### src/rtl/nbsd_pkg.sv
// Shared types and constants for the NAL byte-stream deframer.
// Holds the result item kinds, the parser phase codes and the item and batch records.
// No dependencies.
package nbsd_pkg;

   // Kind of one result item as it leaves the block.
   typedef enum logic [1:0] {
      KIND_HEADER  = 2'd0,
      KIND_PAYLOAD = 2'd1,
      KIND_END     = 2'd2
   } kind_type;

   // Parser phase, one-hot.
   typedef enum logic [2:0] {
      PH_SEARCH  = 3'b001,
      PH_HEADER  = 3'b010,
      PH_PAYLOAD = 3'b100
   } phase_type;

   localparam logic [7:0] BYTE_ZERO = 8'h00;
   localparam logic [7:0] BYTE_ONE  = 8'h01;
   localparam logic [7:0] BYTE_EPB  = 8'h03;

   localparam int MaxItems  = 4;   // results one input byte can cause
   localparam int QueueSize = 5;   // one waiting item plus a full batch

   // One result item: data is the header byte, the payload byte or zero.
   typedef struct packed {
      kind_type   kind;
      logic [7:0] data;
      logic       last;
   } item_type;

   // All the results of one input byte, in order, slot 0 first.
   typedef struct packed {
      logic [2:0]                  count;
      item_type [MaxItems-1:0]     items;
   } batch_type;

endpackage

### src/rtl/nbsd_parse.sv
// Start-code hunt, header split and emulation-prevention removal for one byte.
// Holds the phase and held-zero registers and builds the batch of results for a byte.
// Depends on nbsd_pkg.
module nbsd_parse
   import nbsd_pkg::*;
(
   input  logic       clock,
   input  logic       reset,
   input  logic       fire,
   input  logic [7:0] stream_byte,
   input  logic       stream_end,
   output batch_type  batch
);

   phase_type  phase_ff, phase_in;
   logic [1:0] zeros_ff, zeros_in;

   logic       n_hdr;
   logic [1:0] n_zero;
   logic       n_pay;
   logic       n_end;
   logic [2:0] lim_hdr, lim_zero, lim_pay, total;

   always_comb begin
      phase_in = phase_ff;
      zeros_in = zeros_ff;
      n_hdr    = 1'b0;
      n_zero   = 2'd0;
      n_pay    = 1'b0;
      n_end    = 1'b0;
      unique case (phase_ff)
         PH_SEARCH: begin
            if (stream_byte == BYTE_ZERO) begin
               if (zeros_ff != 2'd3) begin
                  zeros_in = zeros_ff + 2'd1;
               end
            end else if (stream_byte == BYTE_ONE && zeros_ff[1]) begin
               phase_in = PH_HEADER;
               zeros_in = 2'd0;
            end else begin
               zeros_in = 2'd0;
            end
         end
         PH_HEADER: begin
            n_hdr    = 1'b1;
            n_end    = stream_end;
            phase_in = PH_PAYLOAD;
            zeros_in = 2'd0;
         end
         PH_PAYLOAD: begin
            if (zeros_ff[1] && stream_byte == BYTE_ZERO) begin
               n_end    = 1'b1;
               phase_in = PH_SEARCH;
               zeros_in = 2'd3;
            end else if (zeros_ff[1] && stream_byte == BYTE_ONE) begin
               n_end    = 1'b1;
               phase_in = PH_HEADER;
               zeros_in = 2'd0;
            end else if (zeros_ff[1] && stream_byte == BYTE_EPB) begin
               // The emulation-prevention byte is dropped; the held zeros go out.
               n_zero   = zeros_ff;
               n_end    = stream_end;
               zeros_in = 2'd0;
            end else if (stream_byte == BYTE_ZERO) begin
               if (stream_end) begin
                  n_zero = zeros_ff + 2'd1;
                  n_end  = 1'b1;
               end
               zeros_in = zeros_ff + 2'd1;
            end else begin
               n_zero   = zeros_ff;
               n_pay    = 1'b1;
               n_end    = stream_end;
               zeros_in = 2'd0;
            end
         end
         default: begin
            phase_in = PH_SEARCH;
            zeros_in = 2'd0;
         end
      endcase
      if (stream_end) begin
         phase_in = PH_SEARCH;
         zeros_in = 2'd0;
      end
   end

   // Items are laid out as header, held zeros, payload byte, end item.
   assign lim_hdr  = {2'b00, n_hdr};
   assign lim_zero = lim_hdr + {1'b0, n_zero};
   assign lim_pay  = lim_zero + {2'b00, n_pay};
   assign total    = lim_pay + {2'b00, n_end};

   always_comb begin
      batch.count = total;
      for (int i = 0; i < MaxItems; i++) begin
         if (3'(i) < lim_hdr) begin
            batch.items[i].kind = KIND_HEADER;
            batch.items[i].data = stream_byte;
         end else if (3'(i) < lim_zero) begin
            batch.items[i].kind = KIND_PAYLOAD;
            batch.items[i].data = BYTE_ZERO;
         end else if (3'(i) < lim_pay) begin
            batch.items[i].kind = KIND_PAYLOAD;
            batch.items[i].data = stream_byte;
         end else begin
            batch.items[i].kind = KIND_END;
            batch.items[i].data = BYTE_ZERO;
         end
         batch.items[i].last = (3'(i) == total - 3'd1);
      end
   end

   always_ff @(posedge clock) begin
      if (reset) begin
         phase_ff <= PH_SEARCH;
         zeros_ff <= 2'd0;
      end else if (fire) begin
         phase_ff <= phase_in;
         zeros_ff <= zeros_in;
      end
   end

   a_batch_bound: assert property (@(posedge clock) disable iff (reset)
      fire |-> total <= 3'(MaxItems))
      else $error("batch larger than four items");
   a_search_silent: assert property (@(posedge clock) disable iff (reset)
      (fire && phase_ff == PH_SEARCH) |-> total == 3'd0)
      else $error("result produced while hunting for a start code");
   a_payload_zeros: assert property (@(posedge clock) disable iff (reset)
      phase_ff == PH_PAYLOAD |-> zeros_ff != 2'd3)
      else $error("more than two zeros held inside a unit");
   a_header_clear: assert property (@(posedge clock) disable iff (reset)
      phase_ff == PH_HEADER |-> zeros_ff == 2'd0)
      else $error("zeros held while expecting a header byte");

endmodule

### src/rtl/nbsd_outq.sv
// Result queue of the deframer: takes a whole batch in a single push, hands out one item a beat.
// Slot 0 is the output register; accepts a batch while at most one item waits.
// Depends on nbsd_pkg.
module nbsd_outq
   import nbsd_pkg::*;
(
   input  logic      clock,
   input  logic      reset,
   input  logic      push,
   input  batch_type batch,
   output logic      space,
   output logic      head_valid,
   output item_type  head,
   input  logic      head_ready
);

   item_type [QueueSize-1:0] slots_ff, slots_in;
   logic [2:0] cnt_ff, cnt_in;
   logic [2:0] base;
   logic [2:0] off;
   logic       pop;

   assign pop        = head_valid && head_ready;
   assign head_valid = (cnt_ff != 3'd0);
   assign head       = slots_ff[0];
   assign space      = (cnt_ff <= 3'd1);
   assign base       = cnt_ff - {2'b00, pop};
   assign cnt_in     = base + (push ? batch.count : 3'd0);

   always_comb begin
      slots_in = slots_ff;
      off      = 3'd0;
      if (pop) begin
         for (int i = 0; i < QueueSize - 1; i++) begin
            slots_in[i] = slots_ff[i+1];
         end
      end
      if (push) begin
         for (int i = 0; i < QueueSize; i++) begin
            off = 3'(i) - base;
            if (3'(i) >= base && off < batch.count) begin
               slots_in[i] = batch.items[off[1:0]];
            end
         end
      end
   end

   always_ff @(posedge clock) begin
      slots_ff <= slots_in;
   end

   always_ff @(posedge clock) begin
      if (reset) begin
         cnt_ff <= 3'd0;
      end else begin
         cnt_ff <= cnt_in;
      end
   end

   a_cnt_bound: assert property (@(posedge clock) disable iff (reset)
      cnt_ff <= 3'(QueueSize))
      else $error("result queue overflow");
   a_push_shows: assert property (@(posedge clock) disable iff (reset)
      (push && batch.count != 3'd0) |=> head_valid)
      else $error("pushed batch not presented");
   a_lone_last: assert property (@(posedge clock) disable iff (reset)
      cnt_ff == 3'd1 |-> slots_ff[0].last)
      else $error("single waiting item does not close its batch");

endmodule

### src/rtl/nal_byte_stream_deframer_core.sv
// Top level of the NAL byte-stream deframer: stream ports, parser and result queue.
// Results enter the result queue registers at the edge that accepts their byte on req.
// Throughput: one byte per cycle while each byte gives at most one result and rsp
// is ready; a byte giving several results takes a beat per result on the single output port.
// Reset (synchronous, active high) returns to start-code hunting and empties the queue.
// Depends on nbsd_pkg, nbsd_parse and nbsd_outq.
module nal_byte_stream_deframer_core
   import nbsd_pkg::*;
(
   input  logic        clock,
   input  logic        reset,

   input  logic        req_tvalid,
   output logic        req_tready,
   input  logic [7:0]  req_tdata,   // [7:0] stream_byte
   input  logic        req_tlast,   // stream_end

   output logic        rsp_tvalid,
   input  logic        rsp_tready,
   output logic [15:0] rsp_tdata,   // [7:0] payload_byte, [8] forbidden_bit,
                                    // [10:9] ref_level, [15:11] unit_type
   output logic [1:0]  rsp_tuser,   // [1:0] item_kind
   output logic        rsp_tlast    // run_last
);

   // A byte is taken whenever the queue holds at most one item, so the parser's
   // state moves on at the same edge the batch for that byte enters the queue.
   // The ready path depends on the queue count only, never on rsp_tready.
   logic      req_fire;
   batch_type batch;
   item_type  head;
   logic      is_hdr;
   logic      is_pay;

   assign req_fire = req_tvalid && req_tready;

   nbsd_parse u_parse (
      .clock       (clock),
      .reset       (reset),
      .fire        (req_fire),
      .stream_byte (req_tdata),
      .stream_end  (req_tlast),
      .batch       (batch)
   );

   nbsd_outq u_outq (
      .clock      (clock),
      .reset      (reset),
      .push       (req_fire),
      .batch      (batch),
      .space      (req_tready),
      .head_valid (rsp_tvalid),
      .head       (head),
      .head_ready (rsp_tready)
   );

   // The queue stores one data byte per item; it is shown in the payload field for
   // payload beats and split into the header fields for header beats.
   assign is_hdr = (head.kind == KIND_HEADER);
   assign is_pay = (head.kind == KIND_PAYLOAD);

   assign rsp_tdata[7:0]   = is_pay ? head.data : 8'h00;
   assign rsp_tdata[8]     = is_hdr ? head.data[7] : 1'b0;
   assign rsp_tdata[10:9]  = is_hdr ? head.data[6:5] : 2'b00;
   assign rsp_tdata[15:11] = is_hdr ? head.data[4:0] : 5'd0;
   assign rsp_tuser        = head.kind;
   assign rsp_tlast        = head.last;

endmodule

### config.mk
export PLATFORM = sky130hd
export DESIGN_NAME = nal_byte_stream_deframer_core
export DESIGN_NICKNAME = d
export VERILOG_FILES = /design/src/rtl/nbsd_pkg.sv /design/src/rtl/nbsd_parse.sv /design/src/rtl/nbsd_outq.sv /design/src/rtl/nal_byte_stream_deframer_core.sv
export SDC_FILE = /design/constraint.sdc
export NUM_CORES = 1
export LEC_CHECK = 0
export BUFFER_PORTS_ARGS = -buffer_cell sky130_fd_sc_hd__buf_2
export CORE_ASPECT_RATIO = 0.75
export CORE_UTILIZATION = 55
export CTS_BUF_LIST = sky130_fd_sc_hd__clkbuf_4 sky130_fd_sc_hd__clkbuf_8
export CTS_CLUSTER_DIAMETER = 40
export DETAILED_ROUTE_END_ITERATION = 10
export MAX_ROUTING_LAYER = met4
export PLACE_DENSITY = 0.74
export REMOVE_ABC_BUFFERS = 1
export SYNTH_ARGS = -nofsm -noshare
export SYNTH_HDL_FRONTEND = slang
export SYNTH_SLANG_ARGS = --single-unit
export TNS_END_PERCENT = 1
### constraint.sdc
create_clock -name clock -period 15.9 [get_ports clock]
set_clock_uncertainty 0.15 [all_clocks]
set_input_delay 1.59 -clock clock [delete_from_list [all_inputs] [get_ports clock]]
set_output_delay 1.59 -clock clock [all_outputs]
set_load 0.05 [all_outputs]
==> Word-level counts from Yosys, hierarchy flattened <==
Cells that the tools add are included.
{ "op_classes": {"n_addsub": 12, "multipliers": 0, "n_div": 0, "order_cmp": 28, "eq_ne": 12, "shifts": 0, "muxes": 64, "n_bitwise": 0, "n_reduce_logical": 17} }
{ "op_table": {"columns": ["operator", "n"], "rows": [
  ["10-bit two-way mux", 12],
  ["11-bit binary-select mux with 2-bit select", 5],
  ["11-bit two-way mux", 9],
  ["44-bit two-way mux", 2],
  ["2-bit two-way mux", 14],
  ["2-bit by 3-bit < comparator with 1-bit output (second input constant)", 5],
  ["3-bit < comparator", 5],
  ["3-bit two-way mux", 5],
  ["1-bit by 3-bit < comparator with 1-bit output (first input constant)", 4],
  ["2-bit by 3-bit < comparator with 1-bit output (first input constant)", 4],
  ["1-bit two-way mux", 12],
  ["1-bit logical AND", 10],
  ["3-bit case mux with 3 select lines", 1],
  ["8-bit by 1-bit == test with 1-bit output (second input constant)", 1],
  ["8-bit by 2-bit == test with 1-bit output (second input constant)", 1],
  ["8-bit logical NOT", 1],
  ["8-bit two-way mux", 1],
  ["3-bit by 1-bit adder with 3-bit output", 2],
  ["2-bit by 3-bit == test with 1-bit output (first input constant)", 2],
  ["1-bit by 3-bit >= comparator with 1-bit output (first input constant)", 2],
  ["2-bit by 3-bit >= comparator with 1-bit output (first input constant)", 2],
  ["2-bit AND reduction", 3],
  ["1-bit by 3-bit subtractor with 3-bit output (first input constant)", 2],
  ["2-bit by 3-bit subtractor with 3-bit output (first input constant)", 2],
  ["other kinds (24)", 26]
]} }
{ "word_totals": {"ff_bits": 63, "latch_bits": 0, "ram_bits": 0, "mem_bits_ro": 0, "output_inout_bits": 21, "elab_cells": 151, "mem_count": 0} }

==> Longest topological paths before layout <==
Gate-level depths: netlist (run 1).
{ "logic_depth": {"ltp_word": 17, "ltp_mapped": 21, "depth_no_buf": 18} }

==> Cells and area by module <==
A second synthesis (run 1) with hierarchy kept.
{ "unflattened": {"cells_unflattened": 435, "hier_area_um2": 5081.1} }
{ "by_module_without_submodules": {"columns": ["module", "instances", "cells_per_inst", "area_per_inst_um2"], "rows": [
  ["nbsd_outq", 1, 279, 3977.6],
  ["nbsd_parse", 1, 137, 937.1],
  ["nal_byte_stream_deframer_core", 1, 19, 166.4]
]} }

==> Least setup slack after synthesis (run 1) <==
OpenSTA, ideal clock, no wires.
{ "synth_timing": {"path_kind": "in2reg", "startpoint": "input port req_tdata[7]", "endpoint": "register u_outq.slots_ff[44] in the netlist's numbering, enable pin", "arrival_time_ns": 6.936, "slack_ns": 8.373, "path_stages": 17, "n_path_buf": 2, "cell_sequence": "or4_4 > nor4_4 > buf_6 > and3b_1 > a21oi_1 > a311oi_1 > ha_1 > ha_1 > inv_1 > fa_1 > inv_1 > ha_1 > clkbuf_1 > inv_1 > ha_1 > a21o_1 > a2111oi_0"} }
{ "synth_via": {"elab_chain_cells": 12} }
{ "synth_lines": {"columns": ["element", "line_no", "source"], "rows": [
  ["start, declared", "nal_byte_stream_deframer_core.sv:15", "input logic [7:0] req_tdata,"],
  ["8-bit logical NOT / 8-bit by 2-bit == test with 1-bit output (equally long branches)", "nbsd_parse.sv:51, nbsd_parse.sv:64, nbsd_parse.sv:59", null],
  ["2-bit two-way mux / 1-bit logical AND (equally long branches)", "nbsd_parse.sv:64, nbsd_parse.sv:59", null],
  ["2-bit two-way mux", "nbsd_parse.sv:59", "end else if (zeros_ff[1] && stream_byte == BYTE_EPB) begin"],
  ["2-bit two-way mux", "nbsd_parse.sv:55", "end else if (zeros_ff[1] && stream_byte == BYTE_ONE) begin"],
  ["2-bit two-way mux", "nbsd_parse.sv:51", "if (zeros_ff[1] && stream_byte == BYTE_ZERO) begin"],
  ["2-bit two-way mux", "nbsd_parse.sv:31", "unique case (phase_ff)"],
  ["1-bit by 2-bit adder with 3-bit output", "nbsd_parse.sv:90", "assign lim_zero = lim_hdr + {1'b0, n_zero};"],
  ["3-bit by 1-bit adder with 3-bit output", "nbsd_parse.sv:91", "assign lim_pay = lim_zero + {2'b00, n_pay};"],
  ["3-bit by 1-bit adder with 3-bit output *", "nbsd_parse.sv:92", "assign total = lim_pay + {2'b00, n_end};"],
  ["3-bit < comparator *", "nbsd_outq.sv:41", "if (3'(i) >= base && off < batch.count) begin"],
  ["1-bit logical AND *", "nbsd_outq.sv:41", null],
  ["2-bit AND reduction (no source line) *", null, null],
  ["end signal, assigned", "nbsd_outq.sv:49", "slots_ff <= slots_in;"],
  ["end, declared", "nbsd_outq.sv:17", "item_type [QueueSize-1:0] slots_ff, slots_in;"]
]} }
Mark *: on every way between the ends. The rest lies on a longest branch, timed or not.
A chain may end at the register's enable or synchronous reset.

==> out/metrics.cfg, run 1 <==
[die]
die_w_um = 103
io_pins = 34
dieArea_um2 = 8050
dieHeight_um = 77.9
initial_utilization_pct = 57.2
fp-row-count = 27
core_um2 = 7400

[placed_design]
routabilityCongestion = 0.863
pre_cts_ws_ns = 8.24
place_hpwl_um = 7060
io_buffers = 33
place_area_um2 = 4390

[synthesis]
async_flop_share_pct = 0
netlist.area_leader.share_pct = 24.6
synth_area_leader_cell = dfxtp_1
yosys_warnings = 0
synth.top_cells.by_count = dfxtp_1 (52), nand2_1 (48), mux2i_1 (42)
synth-main-ff-cell = dfxtp_1
synth_area_leaders = dfxtp_1 (25%), mux2i_1 (9.9%), edfxtp_1 (7.8%)
syn_avg_cell_area_um2 = 9.06
ys_seq_elements = 63
syn_area_um2 = 4230
synth.most_common_cell = dfxtp_1
synth_edf_count = 11
synth-seq-area-share_pct = 32.4
synth_cell_type_count = 67
netlist_instances = 467

[critical_path]
path_common_cell = ha_1
cp.arrival_ns = 7.37
path_delay_family = adder cells
crit_fanout = 43
startpoint_type = input pin
cp-end-kind = flop
crit_buf_inv = 5
crit_chain = buf_2 > nand2_2 > buf_4 > inv_2 > ha_1 > ha_1 > clkinv_1 > ha_1 > clkinv_1 > ha_1 > a21o_1 > a2111o_1 > and3b_1 > a211oi_2
worstSetupPathType = input pin to flop
crit_path_max_incr_delay_ns = 0.84
critPathRequiredTime_ns = 15.94
critPathSlowestCell = ha_1

[clock_network]
post_cts_buffers = 0
cts_tree = built
clk_latency_ns = 0.34
clk_pin_slew_ns = 0.08
cts_max_level = 3
cts_buffers = 9
hold_buffers = 0
clkSinkCount = 63
cts_root_buffer = clkbuf_8
cts_resized = 0
cts_buffer_depth = 2

[layout]
fin_nets = 523
fill_cells = 615
multi_input_area_um2 = 2610
areaGrowthSynthToFinish_pct = 8.40
postLayoutCellArea_um2 = 4580
n_antenna_cell = 0
register_area_um2 = 1370
layout-drive-gt1-share_pct = 17.4

[global_route]
grt-ovfl-total = 0
antenna_found_initial = 0
grt_max_degree = 44
grt_usage_pct = 27.4
grt_pass1_wl_um = 16300
grt_pass1_vias = 3184

[route]
drc = 0
vias_per_cell = 5.90
wl_um = 9840
drt-initial-drc-count = 203
drtAntennaViolNets = 0
first_pass_iters = 5
routed-via-count = 3477
wl_per_cell_um = 16.7

[run]
maxCapViolCount = 0

[sta]
tightest_slew_ns = 0.971
period_share_pct = 46.1
fmax_mhz = 136
finalHoldViolCount = 0
setup_viol = 0
grt_setup_unrepaired = no
slew_viol_final = 0
fin_ws_ns = 8.57
max-slew-margin-rel_pct = 35.3
tns_ns = 0
fin_crit_ns = 7.33

[min_path]
hold_path.class = flop to flop

[run_status]
status = complete, no violations

==> kinds of logic (layout without fill, tap and decap cells) <==
| kind of cell | after synthesis | in the layout | share of synthesized area [%] |
|---|---|---|---|
| muxes | 42 | 42 | 9.94 |
| xor gates and xnor gates | 7 | 7 | 1.80 |
| buffers and inverters | 51 | 72 | 6.04 |
| DFF | 63 | 63 | 32.4 |
| and+or+nand+nor | 153 | 153 | 18.7 |
| adders and majority gates | 28 | 28 | 8.58 |
| AOI/OAI and AO/OA | 123 | 123 | 22.5 |
==> cells in the final DEF, fill, tap and decap left out, types with 3 or more instances in the layout <==
cell	n
and3_1	4
nand2_1	47
o211ai_1	5
buf_2	33
nor3_1	5
nor2b_1	7
mux2i_1	42
a21oi_1	33
o2bb2ai_1	9
a211oi_2	10
clkbuf_8	9
a211oi_1	5
inv_1	15
a21o_1	5
nand2b_1	9
o21a_1	5
o21ai_0	9
buf_4	4
a31o_2	8
o22ai_1	3
ha_1	25
nor2_1	26
and2_1	28
a31oi_1	5
xor2_1	3
dfxtp_1	52
nand3_1	10
edfxtp_1	11
==> state kept, by name (all words and copies together) (netlist names) <==
signal	count
u_outq.slots_ff	44
u_outq.head	11
u_outq.cnt_ff	3
u_parse.phase_ff	3
u_parse.zeros_ff	2
==> cell type report <==
type	count	share of cell area, %
Multi-Input combinational cell	353	57.0
Tap cell	101	2.76
Sequential cell	63	29.9
Clock inverter	7	1.58
Clock buffer	9	2.70
Inverter	19	1.83
Timing Repair Buffer	37	4.26
==> metrics by stage <==
stage / std cells / util, % / hold slack [ns]
after detailed placement: 573 / 59.3 / 0.322
after global placement: 573 / 59.3 / 0.311
after global routing: 589 / 62.0 / 0.384
after CTS: 589 / 62.0 / 0.329
after floorplan: 435 / - / 0.298
final: 589 / 62.0 / 0.326
==> routing by layer <==
metal  up-vias  global-route usage, %  wire length [um]
li1       1733                      -                 -
met3        10                   6.31               537
met2       116                   38.7              4170
met5         -                      -                 0
met4         0                   6.90                85
met1      1618                   39.3              5040
==> worst paths after layout <==
path	slack, ns	cells past startpoint	from	endpoint
max reg2reg	9.12	14	u_outq.cnt_ff[2]	u_outq.head[8]
min	0.33	2	u_outq.slots_ff[21]	u_outq.head[10]
max	8.57	14	rsp_tready	u_outq.head[8]
min reg2reg	0.33	2	u_outq.slots_ff[21]	u_outq.head[10]
==> worst min-delay path: cells and delay by family (launching register included) <==
kind | cells | cell delay (ns)
AO/OA/AOI/OAI | 1 | 0.07
flip-flops | 1 | 0.31
AND/OR/NAND/NOR | 1 | 0.05
Power of run 1 is left out: the tool's default activity adds up to more than one toggle a clock period on the data nets, which glitch-free logic cannot reach.
==> inputs of run 2 (changes only) <==
Clock period 15.9 ns to 7.09 ns, I/O delays scaled along.
==> run 2 against run 1 <==
Against the previous run: routed wire length increased by 1.9%; core utilization increased by 0.95 points; first-iteration DRC count is 42% higher; cell count rose by 0.51%; setup slack got worse by 7.3 ns; global-route usage decreased by 0.13 points; critical path depth grew 5; sequential share of layout area fell by 0.45 points; die area did not move; clock-buffer cell count unchanged; hold slack improved by 0.021 ns; critical path type unchanged; critical endpoint unchanged.
==> out/metrics.cfg, run 2 (synthesis gave the netlist of run 1 again) <==
[sta]
fin_ws_ns = 1.23  ; was 8.57 ns
hold-worst-slack_ns = 0.347  ; was 0.326 ns
period_share_pct = 82.6
tns_ns = 0  ; unchanged
max-slew-margin-rel_pct = 38.1  ; was 35.3%
finalHoldViolCount = 0  ; unchanged
fmax_mhz = 171
slew_viol_final = 0  ; unchanged
fin_crit_ns = 5.86
tightest_slew_ns = 0.925  ; was 0.971 ns
setup_viol = 0  ; unchanged
grt_setup_unrepaired = no  ; unchanged

[global_route]
grt_max_degree = 43  ; was 44
grt_usage_pct = 27.3  ; was 27.4%
antenna_found_initial = 0  ; unchanged
met1_usage_pct = 41.5  ; was 39.3%
gr-usage-met3_pct = 4.14  ; was 6.31%
grt_pass1_wl_um = 16400  ; was 16,300 um
busiest_layer = met1  ; unchanged
grt_util_met2_pct = 37.1  ; was 38.7%
grt_pass1_vias = 3216  ; was 3,184
grt-ovfl-total = 0  ; unchanged

[layout]
n_antenna_cell = 0  ; unchanged
top_register = u_outq.slots_ff  ; unchanged
layout-drive-gt1-share_pct = 17.9  ; was 17.4%
fin_nets = 526  ; was 523
areaGrowthSynthToFinish_pct = 10.1  ; was 8.40%
final_common_cell = dfxtp_1  ; unchanged
final_cell_mix = dfxtp_1 (52), nand2_1 (47), mux2i_1 (42)  ; unchanged
largest_reg_flops = 44  ; unchanged

[die]
dieHeight_um = 77.9  ; unchanged
dieArea_um2 = 8050  ; unchanged
initial_utilization_pct = 57.2  ; unchanged
die_w_um = 103  ; unchanged
core_um2 = 7400  ; unchanged
fp-row-count = 27  ; unchanged
io_pins = 34  ; unchanged

[min_path]
worstHoldPathCells = 2  ; unchanged
hold_path.class = flop to flop  ; unchanged

[route]
first_pass_iters = 5  ; unchanged
wl_um = 10000  ; was 9840 um
drtAntennaViolNets = 0  ; unchanged
wl_per_cell_um = 16.9  ; was 16.7 um
drc = 0  ; unchanged
routed-via-count = 3515  ; was 3,477
vias_per_cell = 5.94  ; was 5.90
drt-initial-drc-count = 289  ; was 203

[run]
maxCapViolCount = 0  ; unchanged

[critical_path]
cp-end-kind = flop  ; unchanged
startpoint_type = input pin  ; unchanged
critPathRequiredTime_ns = 7.14  ; was 15.94 ns
worstSetupPathType = input pin to flop  ; unchanged
cp.arrival_ns = 5.91  ; was 7.37 ns
crit_fanout = 23  ; was 43
ff2ff_path_depth = 15  ; was 14

[clock_network]
cts_tree = built  ; unchanged
cts_max_level = 3  ; unchanged
clk_pin_slew_ns = 0.07  ; was 0.08 ns
cts_root_buffer = clkbuf_8  ; unchanged
clk_latency_ns = 0.34  ; about the same
post_cts_buffers = 0  ; unchanged
cts_buffers = 9  ; unchanged
cts_buffer_depth = 2  ; unchanged
hold_buffers = 0  ; unchanged
clkSinkCount = 63  ; unchanged
cts_resized = 0  ; unchanged

[placed_design]
pre_cts_ws_ns = 0.928  ; was 8.24 ns
place_hpwl_um = 6890  ; was 7060 um
routabilityCongestion = 0.900  ; was 0.863
io_buffers = 33  ; unchanged

[run_status]
status = complete, no violations  ; unchanged

[run 2: worst max-delay path, cell delays in order]
cell and delay, ns:
buf_2 0.14, or4_4 0.57, nor4_4 0.41, and3b_1 0.25, a21oi_1 0.07, a311oi_1 0.27, ha_1 0.25, ha_1 0.17
inv_1 0.05, fa_1 0.58, inv_1 0.08, ha_1 0.41, inv_1 0.18, ha_1 0.30, a21o_1 0.18, a2111o_1 0.41
buf_4 0.23, and3b_1 0.55, a211oi_2 0.09
[run 2: worst paths after layout]
check | from | endpoint | slack [ns]
setup / recovery | req_tdata[7] | u_outq.head[8] | 1.23
hold / removal | u_outq.slots_ff[21] | u_outq.head[10] | 0.35
hold reg to reg | u_outq.slots_ff[21] | u_outq.head[10] | 0.35
setup reg to reg | u_outq.cnt_ff[2] | u_outq.head[8] | 1.87
[run 2: layer usage]
metal | vias to the layer above | routed length [um]
met1 | 1628 | 5190
met2 | 143 | 4130
met4 | 0 | 121
li1 | 1731 | -
met3 | 13 | 576
met5 | - | 0
[run 2: per-stage QoR]
step	cell area (um2)	utilization, %	std cells
floorplan	4060	-	435
global placement	4410	59.6	576
detailed placement	4410	59.6	576
CTS	4650	62.9	592
global route	4650	62.9	592
finish	4650	62.9	592
[run 2: final cells by class]
| type | instances | area (um2) |
|---|---|---|
| Timing Repair Buffer | 40 | 218 |
| Sequential cell | 63 | 1370 |
| Tap cell | 101 | 126 |
| Clock buffer | 9 | 124 |
| Inverter | 19 | 83.8 |
| Multi-Input combinational cell | 353 | 2610 |
| Fill cell | 600 | 2740 |
| Clock inverter | 7 | 120 |
Power of run 2 is left out for the same reason.
==> inputs of run 3 (changes only) <==
Settings changed: ABC_AREA set to 1.
Clock period 7.09 ns to 5.4 ns, I/O delays scaled along.
==> run 3 against run 2 <==
Against the previous run: the run now ends with design-rule violations left; setup slack lost 0.34 ns; cell count grew 52%; global-route usage grew 5.1 points; critical path depth grew 4.
==> out/metrics.cfg, run 3 <==
[global_route]
antenna_found_initial = 0  ; unchanged
grt_pass1_wl_um = 23300  ; was 16,400 um
grt_pass1_vias = 4704  ; was 3,216
grt-ovfl-total = 0  ; unchanged
grt_max_degree = 48  ; was 43
grt_usage_pct = 32.4  ; was 27.3%

[clock_network]
cts_buffer_depth = 2  ; unchanged
cts_buffers = 9  ; unchanged
cts_tree = built  ; unchanged
clkSinkCount = 63  ; unchanged
post_cts_buffers = 0  ; unchanged
cts_max_level = 3  ; unchanged
clk_pin_slew_ns = 0.07  ; about the same
clk_latency_ns = 0.35  ; was 0.34 ns
hold_buffers = 0  ; unchanged
cts_resized = 0  ; unchanged
cts_root_buffer = clkbuf_8  ; unchanged

[sta]
fin_crit_ns = 4.51
slew_viol_final = 0  ; unchanged
finalHoldViolCount = 0  ; unchanged
period_share_pct = 83.5
fmax_mhz = 222
max-slew-margin-rel_pct = 39.4  ; was 38.1%
setup_viol = 0  ; unchanged
grt_setup_unrepaired = no  ; unchanged
tightest_slew_ns = 0.909  ; was 0.925 ns

[critical_path]
ff2ff_path_depth = 16  ; was 15
crit_chain = buf_2 > nor2_1 > nand2_1 > nor2_1 > nand2_1 > nand3_1 > a211oi_1 > ha_1 > ha_1 > inv_1 > fa_1 > inv_1 > ha_1 > inv_1 > ha_1 > inv_1 > nand2_1 > nand2_1 > nand2_1 > nand3_2 > inv_2 > nand3_1 > nand2_1  ; was buf_2 > or4_4 > nor4_4 > and3b_1 > a21oi_1 > a311oi_1 > ha_1 > ha_1 > inv_1 > fa_1 > inv_1 > ha_1 > inv_1 > ha_1 > a21o_1 > a2111o_1 > buf_4 > and3b_1 > a211oi_2
path_delay_family = adder cells  ; was simple AND/OR/NAND/NOR gates
reg2reg_to = u_outq.slots_ff[33]  ; was u_outq.head[8]
worst-path-stages = 23  ; was 19
worstSetupPathType = input pin to flop  ; unchanged
crit_fanout = 13  ; was 23
rrSetupSlack_ns = 0.99  ; was 1.87 ns
crit_end = u_outq.slots_ff[33]  ; was u_outq.head[8]
crit_path_max_incr_delay_ns = 0.53  ; was 0.58 ns
startpoint = req_tdata[7]  ; unchanged
path_common_cell = nand2_1  ; was ha_1
reg2reg_from = u_outq.cnt_ff[2]  ; unchanged
startpoint_type = input pin  ; unchanged
critPathRequiredTime_ns = 5.55  ; was 7.14 ns
cp-end-kind = flop  ; unchanged
critPathSlowestCell = fa_1  ; unchanged
crit_buf_inv = 6  ; was 5
cp.arrival_ns = 4.65  ; was 5.91 ns

[route]
drt-initial-drc-count = 517  ; was 289
first_pass_iters = 9  ; was 5
drc = 2  ; was 0
routed-via-count = 5180  ; was 3,515
wl_um = 14200  ; was 10,000 um
drtAntennaViolNets = 0  ; unchanged
wl_per_cell_um = 15.8  ; was 16.9 um
vias_per_cell = 5.76  ; was 5.94

[die]
dieArea_um2 = 9410  ; was 8050 um2
core_um2 = 8600  ; was 7400 um2
dieHeight_um = 84.2  ; was 77.9 um
io_pins = 34  ; unchanged
initial_utilization_pct = 57.7  ; was 57.2%
die_w_um = 112  ; was 103 um
fp-row-count = 29  ; was 27

[layout]
register_area_um2 = 1370  ; unchanged
final_common_cell = nand2_1  ; was dfxtp_1
layout-drive-gt1-share_pct = 11.0  ; was 17.9%
fin_nets = 826  ; was 526
layoutNonFillerInstCount = 899  ; was 592
largest_reg_flops = 44  ; unchanged
postLayoutCellArea_um2 = 5280  ; was 4650 um2
areaGrowthSynthToFinish_pct = 6.51  ; was 10.1%
final_cell_mix = nand2_1 (249), nand3_1 (96), inv_1 (72)  ; was dfxtp_1 (52), nand2_1 (47), mux2i_1 (42)
n_antenna_cell = 0  ; unchanged
multi_input_area_um2 = 3040  ; was 2610 um2
top_register = u_outq.slots_ff  ; unchanged
fill_cells = 821  ; was 600

[placed_design]
place_area_um2 = 5080  ; was 4410 um2
io_buffers = 33  ; unchanged
place_hpwl_um = 9630  ; was 6890 um
dpl.cell_count = 883  ; was 576
routabilityCongestion = 0.925  ; was 0.900

[synthesis]
synth_area_leader_cell = dfxtp_1  ; unchanged
synth.most_common_cell = nand2_1  ; was dfxtp_1
synth-seq-area-share_pct = 27.6  ; was 32.4%
syn_area_um2 = 4960  ; was 4230 um2
yosys_warnings = 0  ; unchanged
ys_seq_elements = 63  ; unchanged
async_flop_share_pct = 0  ; unchanged
synth_area_leaders = dfxtp_1 (21%), nand2_1 (19%), nand3_1 (9.7%)  ; was dfxtp_1 (25%), mux2i_1 (9.9%), edfxtp_1 (7.8%)
netlist_instances = 782  ; was 467
synth_cell_type_count = 37  ; was 67
synth_edf_count = 11  ; unchanged
synth.top_cells.by_count = nand2_1 (249), nand3_1 (96), inv_1 (72)  ; was dfxtp_1 (52), nand2_1 (48), mux2i_1 (42)
synth-main-ff-cell = dfxtp_1  ; unchanged
syn_avg_cell_area_um2 = 6.34  ; was 9.06 um2
netlist.area_leader.share_pct = 21.0  ; was 24.6%

[min_path]
hold_path.class = input pin to flop  ; was flop to flop

[pwr]
pwr-share-seq_pct = 22.8
pwr-share-clk_pct = 11.5
ir_drop_v = 0.000505
sw_frac_of_total_pct = 53.9
power.density_nw_per_um2 = 692
power.switching_mw = 1.97
p_int_mw = 1.69
leakagePower_nw = 2.56
combinationalPowerShare_pct = 65.7

[run_status]
violations = design-rule violations
status = finished with violations  ; was complete, no violations

[run]
maxCapViolCount = 0  ; unchanged

==> run 3: cell types whose count changed in the layout (fill, tap and decap cells not counted), sizes merged, moves of 8 or more <==
| cell | previous run | this run |
|---|---|---|
| a211oi | 15 | 2 |
| a21oi | 33 | 21 |
| a31o | 8 | 0 |
| and2 | 28 | 5 |
| inv | 17 | 80 |
| mux2i | 42 | 0 |
| nand2 | 48 | 254 |
| nand2b | 9 | 0 |
| nand3 | 10 | 99 |
| nand4 | 2 | 20 |
| nor2 | 27 | 53 |
| o211ai | 5 | 38 |
| o21ai | 9 | 58 |
| o2bb2ai | 9 | 0 |
==> run 3: worst min path at each step <==
| stage | endpoint | start | cells after the start |
|---|---|---|---|
| floorplan | u_parse.zeros_ff[0] | u_parse.zeros_ff[0] | 2 |
| finish | u_parse.zeros_ff[0] | reset | 2 |
| detailed placement | u_parse.zeros_ff[0] | u_parse.zeros_ff[0] | 2 |
| CTS | u_parse.zeros_ff[0] | reset | 2 |
| global route | u_parse.zeros_ff[0] | reset | 2 |
| global placement | u_parse.zeros_ff[0] | u_parse.zeros_ff[0] | 2 |
==> run 3: layout make-up <==
| type | count | area share (%) |
|---|---|---|
| repair buffers | 43 | 4.55 |
| inverters | 80 | 5.73 |
| multi-input cells | 589 | 57.5 |
| flip-flops and latches | 63 | 26.0 |
| well taps | 108 | 2.56 |
| clock inverters | 4 | 0.853 |
| clock buffers | 12 | 2.89 |
==> run 3: logic make-up (layout without fill, tap and decap cells) <==
logic type	count (synthesis)	after routing	synth area share, %
simple gates	436	436	38.2
buf+inv	130	139	11.3
compound gates	123	123	14.9
flops	63	63	27.6
fa+ha+maj	27	27	7.11
xor+xnor	3	3	0.908
==> run 3: routing by layer <==
layer  vias up  track usage (%)  share of wire, %
met3        23             8.09                11
met1      2317             43.0                45
met5         -                -                 0
met4         0             9.21               1.1
met2       255             48.6                43
li1       2585                -                 -
==> run 3: metrics by stage <==
| step | util (%) | hold slack (ns) | setup WS (ns) | total power [mW] | setup TNS, ns |
|---|---|---|---|---|---|
| after CTS | 61.4 | 0.270 | 0.945 | 3.61 | 0 |
| after detailed placement | 59.1 | 0.341 | 0.590 | 3.18 | 0 |
| final | 61.4 | 0.282 | 0.893 | 3.66 | 0 |
| after floorplan | - | 0.305 | -1.12 | 2.49 | -12.51 |
| after global placement | 59.1 | 0.324 | 0.703 | 3.13 | 0 |
| after global routing | 61.4 | 0.281 | 0.622 | 3.95 | 0 |
==> run 3: power by group through the flow <==
stage	registers, mW	logic [mW]	clock network [mW]
global route	0.854	2.66	0.441
global placement	0.835	2.30	0
detailed placement	0.841	2.34	0
floorplan	0.851	1.64	0
finish	0.835	2.40	0.421
CTS	0.831	2.35	0.425
(Power assumes the default switching activity.)
